File: config.mk
export PLATFORM = sky130hd
export DESIGN_NAME = cau_fifo
export DESIGN_NICKNAME = d
export VERILOG_FILES = /design/src/hdl/cau_pkg.sv /design/src/hdl/cau_fifo.sv
export SDC_FILE = /design/constraint.sdc
export NUM_CORES = 1
export LEC_CHECK = 0
export BUFFER_PORTS_ARGS = -buffer_cell sky130_fd_sc_hd__buf_2
export CAP_MARGIN = 10
export CORE_MARGIN = 10
export CORE_UTILIZATION = 30
export CTS_CLUSTER_SIZE = 40
export DETAILED_ROUTE_END_ITERATION = 8
export GPL_TIMING_DRIVEN = 0
export PLACE_DENSITY = 0.5
export REMOVE_ABC_BUFFERS = 1
export SYNTH_ARGS = -nofsm -noshare
export SYNTH_HDL_FRONTEND = slang
export SYNTH_SLANG_ARGS = --single-unit
File: constraint.sdc
create_clock -name clk -period 7.5 [get_ports clk]
set_input_delay 0.375 -clock clk [delete_from_list [all_inputs] [get_ports clk]]
set_output_delay 0.375 -clock clk [all_outputs]
set_load 0.02 [all_outputs]
File: src/hdl/cau_pkg.sv
// ----------------------------------------------------------------------------
// cau_pkg
// Types, operation codes and saturation helper for the complex arithmetic unit.
// ----------------------------------------------------------------------------
package cau_pkg;

  localparam int DATA_WIDTH = 32;
  localparam int FRAC_BITS  = 16;
  localparam int DIV_STEPS  = 33;   // quotient bits kept by the divider
  localparam int MLO_W      = DIV_STEPS - FRAC_BITS;
  localparam int QDEPTH     = 4;
  localparam int QAW        = 2;

  localparam logic [2:0] KIND_ADD  = 3'd0;
  localparam logic [2:0] KIND_SUB  = 3'd1;
  localparam logic [2:0] KIND_MUL  = 3'd2;
  localparam logic [2:0] KIND_DIV  = 3'd3;
  localparam logic [2:0] KIND_CONJ = 3'd4;

  localparam logic [1:0] ST_OK   = 2'd0;
  localparam logic [1:0] ST_SAT  = 2'd1;
  localparam logic [1:0] ST_DIVZ = 2'd2;

  typedef struct packed {
    logic [2:0]         kind;
    logic signed [31:0] a_real;
    logic signed [31:0] a_imag;
    logic signed [31:0] b_real;
    logic signed [31:0] b_imag;
  } in_t;

  typedef struct packed {
    logic signed [31:0] res_real;
    logic signed [31:0] res_imag;
    logic [1:0]         status;
  } res_t;

  typedef struct packed {
    logic add;
    logic sub;
    logic mul;
    logic div;
    logic conj;
  } cls_t;

  typedef struct packed {
    cls_t               cls;
    logic signed [31:0] ar;
    logic signed [31:0] ai;
    logic signed [31:0] br;
    logic signed [31:0] bi;
  } itm_t;

  // sign/magnitude to saturated two's complement; returns {sat, value}
  function automatic logic [32:0] sat_pack(input logic neg, input logic [63:0] mag);
    logic [63:0] lim;
    logic [63:0] m;
    logic        sat;
    lim = 64'd1 << (DATA_WIDTH - 1);
    m   = mag;
    sat = 1'b0;
    if (neg) begin
      if (mag > lim) begin
        m   = lim;
        sat = 1'b1;
      end
      m = 64'd0 - m;
    end else if (mag > lim - 64'd1) begin
      m   = lim - 64'd1;
      sat = 1'b1;
    end
    return {sat, m[31:0]};
  endfunction

endpackage

File: src/hdl/cau_fifo.sv
// ----------------------------------------------------------------------------
// cau_fifo
// Short queue of classified items between the front and the back.
// ----------------------------------------------------------------------------
module cau_fifo import cau_pkg::*; (
  input  logic clk,
  input  logic rst_n,
  input  logic push,
  input  itm_t push_data,
  output logic full,
  input  logic pop,
  output logic empty,
  output itm_t pop_data
);

  itm_t           mem_r [QDEPTH];
  logic [QAW-1:0] wp_r, wp_nxt;
  logic [QAW-1:0] rp_r, rp_nxt;
  logic [QAW:0]   cnt_r, cnt_nxt;
  logic           do_push, do_pop;

  assign full     = (cnt_r == (QAW+1)'(QDEPTH));
  assign empty    = (cnt_r == '0);
  assign do_push  = push && !full;
  assign do_pop   = pop && !empty;
  assign pop_data = mem_r[rp_r];

  always_comb begin
    wp_nxt  = do_push ? wp_r + 1'b1 : wp_r;
    rp_nxt  = do_pop ? rp_r + 1'b1 : rp_r;
    cnt_nxt = cnt_r + (QAW+1)'(do_push) - (QAW+1)'(do_pop);
  end

  always_ff @(posedge clk) begin
    if (!rst_n) begin
      wp_r  <= '0;
      rp_r  <= '0;
      cnt_r <= '0;
    end else begin
      wp_r  <= wp_nxt;
      rp_r  <= rp_nxt;
      cnt_r <= cnt_nxt;
    end
  end

  always_ff @(posedge clk) begin
    if (do_push) begin
      mem_r[wp_r] <= push_data;
    end
  end

endmodule

# Word-level counts from Yosys, hierarchy flattened
# Memory sizes are Yosys's and may differ from the RTL's. A register that Yosys moved wholly into a read port is not among the register bits.
# Cells that the tools add are included.
[word_totals] regBits=7 ramBits=532 output_inout_bits=135 word_cells=18 mem_count=1
[mem_list] name="mem_r" depth=4 width=133 rd=1 rd_clocked_by_memory_dff=1 wr=1 line="cau_fifo.sv:16" rtl="itm_t mem_r [QDEPTH];"
[classes] add_sub_neg=4 n_eq_ne=1 mux=4 reduce_logical=5
[ops] cell="$add A2 B1 Y2 const B" n=2
[ops] cell="$mux W2" n=2
[ops] cell="$add A3 B1 Y3" n=1
[ops] cell="$eq A3 B3 Y1 const B" n=1
[ops] cell="$logic_not A3 Y1" n=1
[ops] cell="$sub A3 B1 Y3" n=1
[ops] cell="$logic_and A1 B1 Y1" n=2
[ops] cell="$logic_not A1 Y1" n=2
[ops] cell="$mux W1" n=2

# Logic depth before layout (Yosys ltp)
# Gate-level depths: netlist of the first run.
[depth] depth_word=5 ltp_mapped=11 ltp_nobuf=10

# Least setup slack after synthesis of the first run
# OpenSTA, ideal clock, no wires.
[synth_path] kind="reg-to-reg" start="register cnt_r[2]" end="memory mem_r[0][0] (netlist name), enable pin" setup_ns=0.508 arrival_ns=3.964 slack_ns=3.028 stages_incl_launch_ff=5 path_buffers=1 path_cell_list="dfxtp_1 > nor3b_1 > nor2b_1 > clkbuf_1 > and2_1"
[synth_between] elab_chain_cells=5
[synth_rtl] element="from (decl)" line="cau_fifo.sv:19" rtl="logic [QAW:0] cnt_r, cnt_nxt;"
[synth_rtl] element="from (signal assigned)" line="cau_fifo.sv:42" rtl="cnt_r <= cnt_nxt;"
[synth_rtl] element="$eq A3 B3 Y1" line="cau_fifo.sv:22" rtl="assign full = (cnt_r == (QAW+1)'(QDEPTH));"
[synth_rtl] element="named net full" line="cau_fifo.sv:10" rtl="output logic full,"
[synth_rtl] element="$logic_not A1 Y1" line="cau_fifo.sv:24" rtl="assign do_push = push && !full;"
[synth_rtl] element="$logic_and A1 B1 Y1" line="cau_fifo.sv:24"
[synth_rtl] element="$mux W1" line="cau_fifo.sv:47" rtl="if (do_push) begin"
[synth_rtl] element="$mux W1 (not written as such)" line="cau_fifo.sv:48" rtl="mem_r[wp_r] <= push_data;"
[synth_rtl] element="to (decl)" line="cau_fifo.sv:16"
# The timed path passes the listed nets, and every way through them passes these cells.

==> results of run 1 <==
worst max-delay path: cells and delay by family, from the launching register on:
family | cells | cell delay (ps)
flops | 1 | 870
mux | 1 | 580
buf+inv | 3 | 830
stage by stage:
step / area [sq um] / utilization / TNS (ps) / setup slack (ps)
floorplan: 19400 / - / 0 / 857
global placement: 21900 / 0.338 / -406590 / -2660
detailed placement: 22300 / 0.345 / 0 / 4650
CTS: 25300 / 0.392 / 0 / 3980
global route: 25300 / 0.392 / 0 / 3910
finish: 25300 / 0.392 / 0 / 4170
layer usage:
layer / vias up / part of all wire / track usage
li1: 4113 / - / -
met1: 4923 / 0.41 / 0.139
met2: 223 / 0.50 / 0.187
met3: 68 / 0.066 / 0.0345
met4: 4 / 0.022 / 0.0332
met5: - / 0.00042 / 0
path summary, 6_finish.rpt:
path	cells past startpoint	end	start
worst max-delay path	4	pop_data[127]	flip-flop
worst max register to register	4	mem_r[2][74]	cnt_r[2]
worst min-delay path	3	wp_r[1]	rst_n
worst min register to register	2	flip-flop	rp_r[0]
cells by family (layout without fill, tap and decap cells):
kind of cell / after synthesis / in the layout / synth area share
fa+ha+maj: 7 / 7 / 0.00484
simple gates: 19 / 19 / 0.00554
mux: 135 / 135 / 0.154
buf+inv: 38 / 522 / 0.0117
flops: 541 / 541 / 0.822
xor+xnor: 2 / 2 / 0.000892
other cells: 0 / 2 / 0
compound gates: 4 / 4 / 0.00115
registers in the layout, indices dropped and copies added (netlist names), named ones only:
signal,count
cnt_r,3
mem_r,532
rp_r,2
wp_r,2
final cells by class:
type,count,area [sq um],share of cell area
clock inverter,22,174,0.00686
inverter,6,22.5,0.000888
multi-input combinational,167,3270,0.129
clock buffer,74,1530,0.0605
tap,855,1070,0.0422
sequential,541,16200,0.638
timing repair buffer,420,3110,0.123
antenna,2,5.00,0.000197
cell usage after synthesis (all sizes together), types with 2 or more instances:
cell,count,share of area
ha,6,0.0038
clkbuf,8,0.0015
o21ai,3,0.00076
mux2i,2,0.0010
inv,6,0.0011
nand2,6,0.0011
xnor2,2,0.00089
edfxtp,532,0.81
dfxtp,9,0.0092
buf,24,0.0090
mux4,133,0.15
and2,7,0.0022
nor2b,2,0.00064
timing repair:
action,4_1_cts,5_1_grt
endpoints found under the hold margin,532,0
resized for setup,0,0
hold buffers,133,0
report_power, final:
group / total [uW] / leakage, uW / internal [uW] / switching [uW]
registers: 3780 / 0.00495 / 3670 / 111
logic: 1940 / 0.00264 / 827 / 1120
clock network: 2600 / 0.000834 / 1520 / 1080
total: 8320 / 0.00842 / 6010 / 2310
==> impl_results.html, run 1 <==
<table>
<tr><th>Metric</th><th>Value</th></tr>
<tr><th colspan="2">Run</th></tr>
<tr><td>Max cap viols</td><td>0</td></tr>
<tr><th colspan="2">Global routing</th></tr>
<tr><td>First-pass GRT wire length</td><td>roughly 65000 um</td></tr>
<tr><td>Number of global-route vias before repair</td><td>between 10000 and 15000</td></tr>
<tr><td>Antenna violations before repair</td><td>2</td></tr>
<tr><td>All-Layer GR Usage</td><td>0.112</td></tr>
<tr><td>Maximum number of pins on one net before global-route repair</td><td>52</td></tr>
<tr><td>Overall overflow remaining after global route</td><td>0</td></tr>
<tr><th colspan="2">Detailed routing</th></tr>
<tr><td>Detail Route Antenna Nets</td><td>0</td></tr>
<tr><td>Via count normalized by instance count</td><td>about 4.5</td></tr>
<tr><td>Final wirelength</td><td>about 43000 um</td></tr>
<tr><td>WL per Instance</td><td>around 21 um</td></tr>
<tr><td>Via count</td><td>9331</td></tr>
<tr><td>Iteration-0 DRC Markers</td><td>512</td></tr>
<tr><td>Post-detailed-route DRC marker count</td><td>0</td></tr>
<tr><td>Number of search-and-repair iterations in the first detailed-routing pass</td><td>5</td></tr>
<tr><th colspan="2">Timing</th></tr>
<tr><td>Top achievable clock speed</td><td>between 0.2 and 0.3 GHz</td></tr>
<tr><td>Setup repair after global routing missed its margin</td><td>false</td></tr>
<tr><td>Number of max-slew violations in the final report</td><td>0</td></tr>
<tr><td>Slew margin rel.</td><td>0.460</td></tr>
<tr><td>Period Utilization, post-route</td><td>0.445</td></tr>
<tr><td>Time the final worst path needs with I/O delays and setup</td><td>3330 ps</td></tr>
<tr><td>Final setup violation count</td><td>0</td></tr>
<tr><td>Hold slack</td><td>roughly 130 ps</td></tr>
<tr><td>Maximum clock skew at final layout</td><td>7.53 ps</td></tr>
<tr><td>Tightest Pin Transition</td><td>approximately 800 ps</td></tr>
<tr><td>Fin. Hold Viols</td><td>0</td></tr>
<tr><th colspan="2">Clock network</th></tr>
<tr><td>Skew-Pair Late Insertion Delay</td><td>600 ps</td></tr>
<tr><td>Root buffer selected by CTS</td><td>clkbuf_16</td></tr>
<tr><td>Maximum clock insertion buffer count</td><td>3</td></tr>
<tr><td>Buffers inserted during post-CTS setup optimization</td><td>0</td></tr>
<tr><td>CTS sink count</td><td>541</td></tr>
<tr><td>Clock tree from TritonCTS</td><td>yes</td></tr>
<tr><td>Number of H-tree levels</td><td>2</td></tr>
<tr><td>Clock slew at reported path FFs</td><td>~60 ps</td></tr>
<tr><td>Number of buffers added by the clock tree synthesis step</td><td>57</td></tr>
<tr><th colspan="2">Synth</th></tr>
<tr><td>Number of register bits inferred by synthesis</td><td>approximately 540</td></tr>
<tr><td>Number of warnings printed during yosys synthesis</td><td>0</td></tr>
<tr><td>Post-synth cell types</td><td>20</td></tr>
<tr><td>FFs w/ async S/R, synth</td><td>0</td></tr>
<tr><td>Per-instance average area after synthesis</td><td>~26 sq um</td></tr>
<tr><td>Post-synth EDFFs</td><td>roughly 530</td></tr>
<tr><td>Top flip-flop cell by instance count after synthesis</td><td>edfxtp_1</td></tr>
<tr><td>Cell count after synthesis</td><td>roughly 750</td></tr>
<tr><td>Seq/Total Area, Yosys</td><td>0.822</td></tr>
<tr><td>Cell area after technology mapping</td><td>19600 sq um</td></tr>
<tr><th colspan="2">Setup path</th></tr>
<tr><td>Category of the worst setup path launch point</td><td>flip-flop</td></tr>
<tr><td>Path type of the worst setup path</td><td>reg -&gt; out</td></tr>
<tr><td>Required time of the critical path</td><td>7120 ps</td></tr>
<tr><td>Critical Path End Type</td><td>output port</td></tr>
<tr><td>Worst path max stage delay</td><td>870 ps</td></tr>
<tr><td>Cell breakdown of the critical path</td><td>buf_16, buf_16, mux4_2, buf_2</td></tr>
<tr><td>Top fanout value on the critical path</td><td>36</td></tr>
<tr><td>Worst reg-to-reg setup slack</td><td>between 4000 and 5000 ps</td></tr>
<tr><td>Endpoint arrival time on the critical path</td><td>about 3000 ps</td></tr>
<tr><td>Standard cell with the maximum stage delay on the critical path</td><td>dfxtp_4</td></tr>
<tr><td>Most frequent cell on the critical path</td><td>buf_16</td></tr>
<tr><th colspan="2">Floorplan</th></tr>
<tr><td>Starting density of the core</td><td>0.304</td></tr>
<tr><td>Die Y</td><td>about 280 um</td></tr>
<tr><td>Area of the die</td><td>76100 sq um</td></tr>
<tr><td>Floorplan core area</td><td>approximately 65000 sq um</td></tr>
<tr><td>Number of placement rows</td><td>a little over 90</td></tr>
<tr><td>Die span in x</td><td>approximately 280 um</td></tr>
<tr><td>Top-Level Pins</td><td>~270</td></tr>
<tr><th colspan="2">Finish</th></tr>
<tr><td>Commonest cells after routing, fill and taps aside</td><td>532 x edfxtp_1, 271 x buf_2, 133 x mux4_2, 133 x dlygate4sd3_1, 59 x clkbuf_16</td></tr>
<tr><td>Area added between synthesis and finish</td><td>29.0%</td></tr>
<tr><td>Commonest non-fill, non-tap cell in the layout</td><td>edfxtp_1</td></tr>
<tr><td>Final net count</td><td>1337</td></tr>
<tr><td>Number of filler cells placed in the layout</td><td>5860</td></tr>
<tr><td>Share of cells above drive strength 1</td><td>0.402</td></tr>
<tr><td>Cell Count, Final, Fillers Out</td><td>2087</td></tr>
<tr><th colspan="2">Power and ir drop</th></tr>
<tr><td>Leakage Power</td><td>between 0.008 and 0.009 uW</td></tr>
<tr><td>Pwr/cell area</td><td>328 nW/um^2</td></tr>
<tr><td>Worst supply voltage drop on vdd</td><td>around 0.00021 V</td></tr>
<tr><td>Total Power Consumption</td><td>around 8300 uW</td></tr>
<tr><th colspan="2">Placement</th></tr>
<tr><td>I/O Buffers</td><td>about 270</td></tr>
<tr><td>Placed Instances</td><td>1856</td></tr>
<tr><td>Post-detail-place hpwl</td><td>26900 um</td></tr>
<tr><td>Placer congestion estimate</td><td>0.654</td></tr>
<tr><th colspan="2">Outcome</th></tr>
<tr><td>Result of the run</td><td>completed</td></tr>
<tr><th colspan="2">Min path</th></tr>
<tr><td>Hold Path Class</td><td>in -&gt; reg</td></tr>
</table>
No activity file was read; power rests on OpenSTA's default activity.
==> inputs of run 2 (changes only) <==
--- a/config.mk
+++ b/config.mk
@@ -12,7 +12,7 @@
 export CTS_CLUSTER_SIZE = 40
 export DETAILED_ROUTE_END_ITERATION = 8
 export GPL_TIMING_DRIVEN = 0
-export PLACE_DENSITY = 0.5
+export PLACE_DENSITY = 0.52
 export REMOVE_ABC_BUFFERS = 1
 export SYNTH_ARGS = -nofsm -noshare
 export SYNTH_HDL_FRONTEND = slang
==> constraint.sdc (replaced) <==
create_clock -name clk -period 2.9 [get_ports clk]
set_input_delay 0.145 -clock clk [delete_from_list [all_inputs] [get_ports clk]]
set_output_delay 0.145 -clock clk [all_outputs]
set_load 0.02 [all_outputs]
==> run 2 against run 1 <==
Net effect: first-iteration DRC count is 9.8% lower; sequential power grew to 2.6 times the previous value; worst hold slack worse by 69 ps; clock power grew to 2.7 times the previous value.
==> impl_results.html, run 2 (same netlist as run 1, synthesis figures left out) <==
<table>
<tr><th>Metric</th><th>Value</th></tr>
<tr><th colspan="2">Finish</th></tr>
<tr><td>Commonest cells after routing, fill and taps aside</td><td>532 x edfxtp_1, 271 x buf_2, 135 x dlygate4sd3_1, 133 x mux4_2, 61 x clkbuf_16</td></tr>
<tr><td>Register containing the most flip-flops in the final layout</td><td>mem_r</td></tr>
<tr><td>Cell Count, Final, Fillers Out</td><td>between 2000 and 2500</td></tr>
<tr><td>Largest regs</td><td>mem_r x532, cnt_r x3</td></tr>
<tr><td>Final net count</td><td>between 1000 and 1500</td></tr>
<tr><td>Flip-flop count of the largest register, all copies and words added</td><td>532</td></tr>
<tr><td>Share of cells above drive strength 1</td><td>0.409</td></tr>
<tr><td>Register Area</td><td>16200 sq um</td></tr>
<tr><td>Number of filler cells placed in the layout</td><td>~5900</td></tr>
<tr><td>Area of combinational cells with multiple inputs</td><td>about 3300 sq um</td></tr>
<tr><td>Commonest non-fill, non-tap cell in the layout</td><td>edfxtp_1</td></tr>
<tr><td>Area added between synthesis and finish</td><td>30.2%</td></tr>
<tr><th colspan="2">Setup path</th></tr>
<tr><td>Cell family contributing the most delay on the critical path</td><td>simple AND/OR/NAND/NOR gates</td></tr>
<tr><td>Required time of the critical path</td><td>about 3200 ps</td></tr>
<tr><td>Endpoint arrival time on the critical path</td><td>around 2800 ps</td></tr>
<tr><td>Number of buffers and inverters on the critical path</td><td>2</td></tr>
<tr><td>Category of the worst setup path launch point</td><td>flip-flop</td></tr>
<tr><td>Cell breakdown of the critical path</td><td>nor3b_1, nor2b_1, and2_4, buf_16, buf_16</td></tr>
<tr><td>Worst reg2reg endpoint</td><td>mem_r[1][89]</td></tr>
<tr><td>Worst r2r src</td><td>cnt_r[2]</td></tr>
<tr><td>Worst reg-to-reg setup slack</td><td>about 370 ps</td></tr>
<tr><td>Standard cell with the maximum stage delay on the critical path</td><td>and2_4</td></tr>
<tr><td>Critical Path End Type</td><td>flip-flop</td></tr>
<tr><td>Path type of the worst setup path</td><td>reg -&gt; reg</td></tr>
<tr><td>Count of cells along the worst register-to-register path</td><td>5</td></tr>
<tr><td>Worst path max stage delay</td><td>about 650 ps</td></tr>
<tr><td>Most frequent cell on the critical path</td><td>buf_16</td></tr>
<tr><td>Top fanout value on the critical path</td><td>34</td></tr>
<tr><th colspan="2">Detailed routing</th></tr>
<tr><td>Final wirelength</td><td>~43000 um</td></tr>
<tr><td>Number of search-and-repair iterations in the first detailed-routing pass</td><td>4</td></tr>
<tr><td>Iteration-0 DRC Markers</td><td>between 400 and 500</td></tr>
<tr><td>Post-detailed-route DRC marker count</td><td>0</td></tr>
<tr><td>WL per Instance</td><td>around 20 um</td></tr>
<tr><td>Detail Route Antenna Nets</td><td>0</td></tr>
<tr><td>Via count normalized by instance count</td><td>between 4 and 5</td></tr>
<tr><td>Via count</td><td>between 9000 and 10000</td></tr>
<tr><th colspan="2">Timing</th></tr>
<tr><td>Maximum clock skew at final layout</td><td>approximately 12 ps</td></tr>
<tr><td>Setup repair after global routing missed its margin</td><td>false</td></tr>
<tr><td>Final setup violation count</td><td>0</td></tr>
<tr><td>Fin. Hold Viols</td><td>0</td></tr>
<tr><td>Worst setup slack after layout</td><td>368 ps</td></tr>
<tr><td>Slew margin rel.</td><td>0.580</td></tr>
<tr><td>Hold slack</td><td>just under 60 ps</td></tr>
<tr><td>Time the final worst path needs with I/O delays and setup</td><td>2530 ps</td></tr>
<tr><td>Tightest Pin Transition</td><td>approximately 630 ps</td></tr>
<tr><td>Top achievable clock speed</td><td>0.395 GHz</td></tr>
<tr><td>Period Utilization, post-route</td><td>0.873</td></tr>
<tr><td>Number of max-slew violations in the final report</td><td>0</td></tr>
<tr><th colspan="2">Min path</th></tr>
<tr><td>Worst hold endpoint</td><td>wp_r[0]</td></tr>
<tr><td>Count of cells along the worst hold path</td><td>3</td></tr>
<tr><td>Launch instance of the worst min-delay path</td><td>push</td></tr>
<tr><td>Hold Path Class</td><td>in -&gt; reg</td></tr>
<tr><th colspan="2">Floorplan</th></tr>
<tr><td>Area of the die</td><td>76100 sq um</td></tr>
<tr><td>Die Y</td><td>276 um</td></tr>
<tr><td>Top-Level Pins</td><td>272</td></tr>
<tr><td>Number of placement rows</td><td>slightly above 90</td></tr>
<tr><td>Starting density of the core</td><td>0.304</td></tr>
<tr><td>Floorplan core area</td><td>64700 sq um</td></tr>
<tr><td>Die span in x</td><td>around 280 um</td></tr>
<tr><th colspan="2">Clock network</th></tr>
<tr><td>Maximum clock insertion buffer count</td><td>3</td></tr>
<tr><td>Skew-Pair Late Insertion Delay</td><td>about 590 ps</td></tr>
<tr><td>Clock tree from TritonCTS</td><td>yes</td></tr>
<tr><td>Root buffer selected by CTS</td><td>clkbuf_16</td></tr>
<tr><td>Number of buffers added by the clock tree synthesis step</td><td>58</td></tr>
<tr><td>CTS sink count</td><td>~540</td></tr>
<tr><td>Number of H-tree levels</td><td>2</td></tr>
<tr><td>Clock slew at reported path FFs</td><td>approximately 50 ps</td></tr>
<tr><td>CTS resizes</td><td>0</td></tr>
<tr><th colspan="2">Global routing</th></tr>
<tr><td>First-pass GRT wire length</td><td>64300 um</td></tr>
<tr><td>Antenna violations before repair</td><td>4</td></tr>
<tr><td>Maximum number of pins on one net before global-route repair</td><td>a little over 40</td></tr>
<tr><td>Number of global-route vias before repair</td><td>approximately 10000</td></tr>
<tr><td>Overall overflow remaining after global route</td><td>0</td></tr>
<tr><td>All-Layer GR Usage</td><td>0.111</td></tr>
<tr><th colspan="2">Placement</th></tr>
<tr><td>Placer congestion estimate</td><td>0.637</td></tr>
<tr><td>Post-detail-place hpwl</td><td>between 20000 and 30000 um</td></tr>
<tr><td>Placed Instances</td><td>roughly 1900</td></tr>
<tr><td>Pre-CTS WS</td><td>284 ps</td></tr>
<tr><td>I/O Buffers</td><td>between 200 and 300</td></tr>
<tr><th colspan="2">Power and ir drop</th></tr>
<tr><td>Leakage Power</td><td>0.00853 uW</td></tr>
<tr><td>Pwr/cell area</td><td>approximately 860 nW/um^2</td></tr>
<tr><td>Worst supply voltage drop on vdd</td><td>0.000535 V</td></tr>
<tr><th colspan="2">Run</th></tr>
<tr><td>Max cap viols</td><td>0</td></tr>
<tr><th colspan="2">Outcome</th></tr>
<tr><td>Result of the run</td><td>completed</td></tr>
</table>
==> run 2: cell types whose count changed in the layout (fill, tap and decap cells not counted), sizes merged <==
cell / previous run / this run
buf: 287 / 292
bufinv: 3 / 4
clkbuf: 74 / 70
clkinv: 18 / 26
clkinvlp: 0 / 1
diode: 2 / 3
dlygate4sd3: 133 / 135
==> run 2: tightest hold or removal path, stage by stage <==
cell     delay (ps)
buf_2            90
nor2b_1         220
mux2i_1         150
==> run 2: stage by stage <==
step                      total power, uW  cell area (sq um)   util  TNS (ps)
after global routing                23000              25600  0.395         0
after CTS                           22400              25600  0.395         0
final                               21900              25600  0.395         0
after detailed placement            15000              22400  0.346         0
after global placement              13900              21900  0.338  -3372240
after floorplan                     12900              19400      -  -1308730
==> run 2: worst max path at each step <==
stage / startpoint / end / slack (ps) / cells after the start
6_report: cnt_r[2] / mem_r[1][89] / 370 / 5
5_1_grt: cnt_r[2] / mem_r[3][48] / 170 / 5
3_5_place_dp: cnt_r[2] / mem_r[1][40] / 280 / 5
2_1_floorplan: flip-flop / pop_data[0] / -3510 / 1
4_1_cts: cnt_r[2] / mem_r[1][95] / 270 / 5
3_3_place_gp: flip-flop / pop_data[22] / -6940 / 2
==> run 2: layout make-up <==
cell class / instances / share of cell area
well taps: 855 / 0.0418
clock inverters: 32 / 0.0101
inverters: 6 / 0.000881
diodes: 3 / 0.000294
flip-flops and latches: 541 / 0.632
repair buffers: 427 / 0.126
multi-input cells: 167 / 0.128
clock buffers: 70 / 0.0610
==> run 2: power breakdown <==
part	switching, uW	internal [uW]
sequential	185	9480
combinational	2990	2200
clock	2880	4140
total	6060	15800
==> run 2: metal layers <==
layer  global-route usage  part of all wire
met3               0.0380             0.075
met5                    0           0.00040
met2                0.189              0.51
met4               0.0306             0.021
met1                0.133              0.39
==> run 2: what timing repair did <==
action | CTS | global route
setup endpoints to repair | 39 | 0
hold endpoints to repair | 541 | 0
setup buffers | 3 | 0
hold buffers | 135 | 0
==> inputs of run 3 (changes only) <==
--- a/config.mk
+++ b/config.mk
@@ -8,11 +8,11 @@
 export BUFFER_PORTS_ARGS = -buffer_cell sky130_fd_sc_hd__buf_2
 export CAP_MARGIN = 10
 export CORE_MARGIN = 10
-export CORE_UTILIZATION = 30
+export CORE_UTILIZATION = 51
 export CTS_CLUSTER_SIZE = 40
 export DETAILED_ROUTE_END_ITERATION = 8
 export GPL_TIMING_DRIVEN = 0
-export PLACE_DENSITY = 0.52
+export PLACE_DENSITY = 0.78
 export REMOVE_ABC_BUFFERS = 1
 export SYNTH_ARGS = -nofsm -noshare
 export SYNTH_HDL_FRONTEND = slang
==> run 3 against run 2 <==
Net effect: core utilization increased by 26 points; cell area is 2.8% lower; non-clock buffer count shrank 3; clock skew decreased by 1.6 ps.
==> impl_results.html, run 3 (same netlist as run 1, synthesis figures left out) <==
<table>
<tr><th>Metric</th><th>Value</th></tr>
<tr><th colspan="2">Timing</th></tr>
<tr><td>Time the final worst path needs with I/O delays and setup</td><td>between 2000 and 3000 ps</td></tr>
<tr><td>Tightest Pin Transition</td><td>between 600 and 700 ps</td></tr>
<tr><td>Slew margin rel.</td><td>0.547</td></tr>
<tr><td>Number of max-slew violations in the final report</td><td>0</td></tr>
<tr><td>Top achievable clock speed</td><td>0.393 GHz</td></tr>
<tr><td>Worst setup slack after layout</td><td>357 ps</td></tr>
<tr><td>Period Utilization, post-route</td><td>0.877</td></tr>
<tr><td>Fin. Hold Viols</td><td>0</td></tr>
<tr><td>Hold slack</td><td>99.7 ps</td></tr>
<tr><td>Final setup violation count</td><td>0</td></tr>
<tr><td>Setup repair after global routing missed its margin</td><td>false</td></tr>
<tr><td>Maximum clock skew at final layout</td><td>around 11 ps</td></tr>
<tr><td>Setup tns final</td><td>0 ps</td></tr>
<tr><th colspan="2">Clock network</th></tr>
<tr><td>Skew-Pair Late Insertion Delay</td><td>580 ps</td></tr>
<tr><td>Root buffer selected by CTS</td><td>clkbuf_16</td></tr>
<tr><td>CTS resizes</td><td>0</td></tr>
<tr><td>Clock tree from TritonCTS</td><td>yes</td></tr>
<tr><td>Clock slew at reported path FFs</td><td>about 60 ps</td></tr>
<tr><td>Maximum clock insertion buffer count</td><td>3</td></tr>
<tr><td>Number of H-tree levels</td><td>2</td></tr>
<tr><td>Number of buffers added by the clock tree synthesis step</td><td>52</td></tr>
<tr><td>CTS sink count</td><td>between 500 and 600</td></tr>
<tr><th colspan="2">Run</th></tr>
<tr><td>Max cap viols</td><td>0</td></tr>
<tr><th colspan="2">Floorplan</th></tr>
<tr><td>Area of the die</td><td>46800 sq um</td></tr>
<tr><td>Top-Level Pins</td><td>between 200 and 300</td></tr>
<tr><td>Die Y</td><td>roughly 220 um</td></tr>
<tr><td>Starting density of the core</td><td>0.519</td></tr>
<tr><td>Floorplan core area</td><td>approximately 38000 sq um</td></tr>
<tr><td>Die span in x</td><td>around 220 um</td></tr>
<tr><td>Number of placement rows</td><td>71</td></tr>
<tr><th colspan="2">Global routing</th></tr>
<tr><td>All-Layer GR Usage</td><td>0.180</td></tr>
<tr><td>Antenna violations before repair</td><td>3</td></tr>
<tr><td>Maximum number of pins on one net before global-route repair</td><td>52</td></tr>
<tr><td>Overall overflow remaining after global route</td><td>0</td></tr>
<tr><td>First-pass GRT wire length</td><td>about 64000 um</td></tr>
<tr><td>Busiest grt layer</td><td>met2</td></tr>
<tr><td>Routing usage on met2</td><td>0.298</td></tr>
<tr><td>GR met1 Demand/Resource</td><td>0.224</td></tr>
<tr><td>Met3 track demand over resource</td><td>0.0591</td></tr>
<tr><td>Number of global-route vias before repair</td><td>10300</td></tr>
<tr><th colspan="2">Setup path</th></tr>
<tr><td>Cell family contributing the most delay on the critical path</td><td>flip-flops</td></tr>
<tr><td>Standard cell with the maximum stage delay on the critical path</td><td>dfxtp_4</td></tr>
<tr><td>Category of the worst setup path launch point</td><td>flip-flop</td></tr>
<tr><td>Count of cells along the worst register-to-register path</td><td>5</td></tr>
<tr><td>Total number of cells along the worst setup path</td><td>3</td></tr>
<tr><td>Critical Path End Type</td><td>output port</td></tr>
<tr><td>Cell breakdown of the critical path</td><td>buf_16, mux4_2, buf_2</td></tr>
<tr><td>Path type of the worst setup path</td><td>reg -&gt; out</td></tr>
<tr><td>Number of buffers and inverters on the critical path</td><td>2</td></tr>
<tr><td>Worst r2r src</td><td>cnt_r[2]</td></tr>
<tr><td>Worst reg2reg endpoint</td><td>mem_r[3][6]</td></tr>
<tr><td>Required time of the critical path</td><td>2760 ps</td></tr>
<tr><td>Top fanout value on the critical path</td><td>40</td></tr>
<tr><td>Endpoint arrival time on the critical path</td><td>2400 ps</td></tr>
<tr><td>Worst reg-to-reg setup slack</td><td>roughly 400 ps</td></tr>
<tr><td>Worst path max stage delay</td><td>~660 ps</td></tr>
<tr><th colspan="2">Placement</th></tr>
<tr><td>Pre-CTS WS</td><td>342 ps</td></tr>
<tr><td>I/O Buffers</td><td>271</td></tr>
<tr><td>Post-detail-place hpwl</td><td>24500 um</td></tr>
<tr><td>Placer congestion estimate</td><td>just under 0.7</td></tr>
<tr><th colspan="2">Power and ir drop</th></tr>
<tr><td>Worst supply voltage drop on vdd</td><td>between 0.0006 and 0.0007 V</td></tr>
<tr><td>Pwr/cell area</td><td>around 860 nW/um^2</td></tr>
<tr><td>Leakage Power</td><td>between 0.008 and 0.009 uW</td></tr>
<tr><th colspan="2">Min path</th></tr>
<tr><td>Worst hold endpoint</td><td>wp_r[0]</td></tr>
<tr><td>Launch instance of the worst min-delay path</td><td>push</td></tr>
<tr><td>Count of cells along the worst hold path</td><td>3</td></tr>
<tr><td>Hold Path Class</td><td>in -&gt; reg</td></tr>
<tr><th colspan="2">Detailed routing</th></tr>
<tr><td>Final wirelength</td><td>roughly 42000 um</td></tr>
<tr><td>Number of search-and-repair iterations in the first detailed-routing pass</td><td>4</td></tr>
<tr><td>Iteration-0 DRC Markers</td><td>686</td></tr>
<tr><td>Via count normalized by instance count</td><td>approximately 5.5</td></tr>
<tr><td>Post-detailed-route DRC marker count</td><td>0</td></tr>
<tr><td>WL per Instance</td><td>approximately 24 um</td></tr>
<tr><td>Detail Route Antenna Nets</td><td>0</td></tr>
<tr><td>Via count</td><td>~9500</td></tr>
<tr><th colspan="2">Finish</th></tr>
<tr><td>Register containing the most flip-flops in the final layout</td><td>mem_r</td></tr>
<tr><td>Number of filler cells placed in the layout</td><td>roughly 2400</td></tr>
<tr><td>Commonest cells after routing, fill and taps aside</td><td>532 x edfxtp_1, 271 x buf_2, 135 x dlygate4sd3_1, 133 x mux4_2, 53 x clkbuf_16</td></tr>
<tr><td>Commonest non-fill, non-tap cell in the layout</td><td>edfxtp_1</td></tr>
<tr><td>Area added between synthesis and finish</td><td>26.5%</td></tr>
<tr><td>Share of cells above drive strength 1</td><td>0.406</td></tr>
<tr><td>Largest regs</td><td>mem_r x532, cnt_r x3</td></tr>
<tr><td>Final net count</td><td>~1300</td></tr>
<tr><td>Flip-flop count of the largest register, all copies and words added</td><td>532</td></tr>
<tr><th colspan="2">Outcome</th></tr>
<tr><td>Result of the run</td><td>completed</td></tr>
</table>
run 3: what timing repair did:
| item | in CTS | in global routing |
|---|---|---|
| setup endpoints to repair | 0 | 26 |
| setup buffers | 0 | 1 |
| hold endpoints to repair | 541 | 0 |
| hold buffers | 135 | 0 |
run 3: worst max path at each step:
stage | slack (ps) | startpoint | endpoint
5_1_grt | 200 | cnt_r[2] | cnt_r[2]
3_3_place_gp | -6260 | flip-flop | pop_data[49]
4_1_cts | 50 | flip-flop | pop_data[34]
6_report | 360 | flip-flop | pop_data[34]
3_5_place_dp | 340 | cnt_r[2] | mem_r[1][60]
2_1_floorplan | -3510 | flip-flop | pop_data[0]
run 3: cell type report:
type / count / area, sq um / area share
flip-flops and latches: 541 / 16200 / 0.651
multi-input cells: 167 / 3270 / 0.132
repair buffers: 424 / 3140 / 0.126
clock buffers: 63 / 1360 / 0.0549
well taps: 511 / 639 / 0.0257
clock inverters: 30 / 249 / 0.0100
inverters: 6 / 22.5 / 0.000906
diodes: 1 / 2.50 / 0.000101
run 3: worst reg2reg max path, cell delays in order, from the launching register on:
cell and delay [ps]:
dfxtp_1 330, nor3b_1 150, nor2b_1 470, and2_4 640, buf_12 300, buf_12 260
run 3: metrics by stage:
stage,cells,total power (uW),utilization,instance area [sq um]
finish,1743,21300,0.657,24800
global route,1743,22100,0.657,24800
CTS,1741,21400,0.656,24800
detailed placement,1513,14800,0.578,21900
global placement,1496,13900,0.566,21400
floorplan,714,12900,-,19400
run 3: report_power, final:
part | switching (uW) | internal [uW]
combinational | 2880 | 2160
sequential | 298 | 9480
clock | 2740 | 3690
total | 5910 | 15300
run 3: per-layer routing:
layer	up-vias	wire length, um	share of wire
met5	-	23	0.00054
met1	4966	16400	0.39
met2	363	21700	0.51
li1	4115	-	-
met3	55	3380	0.080
met4	4	744	0.018
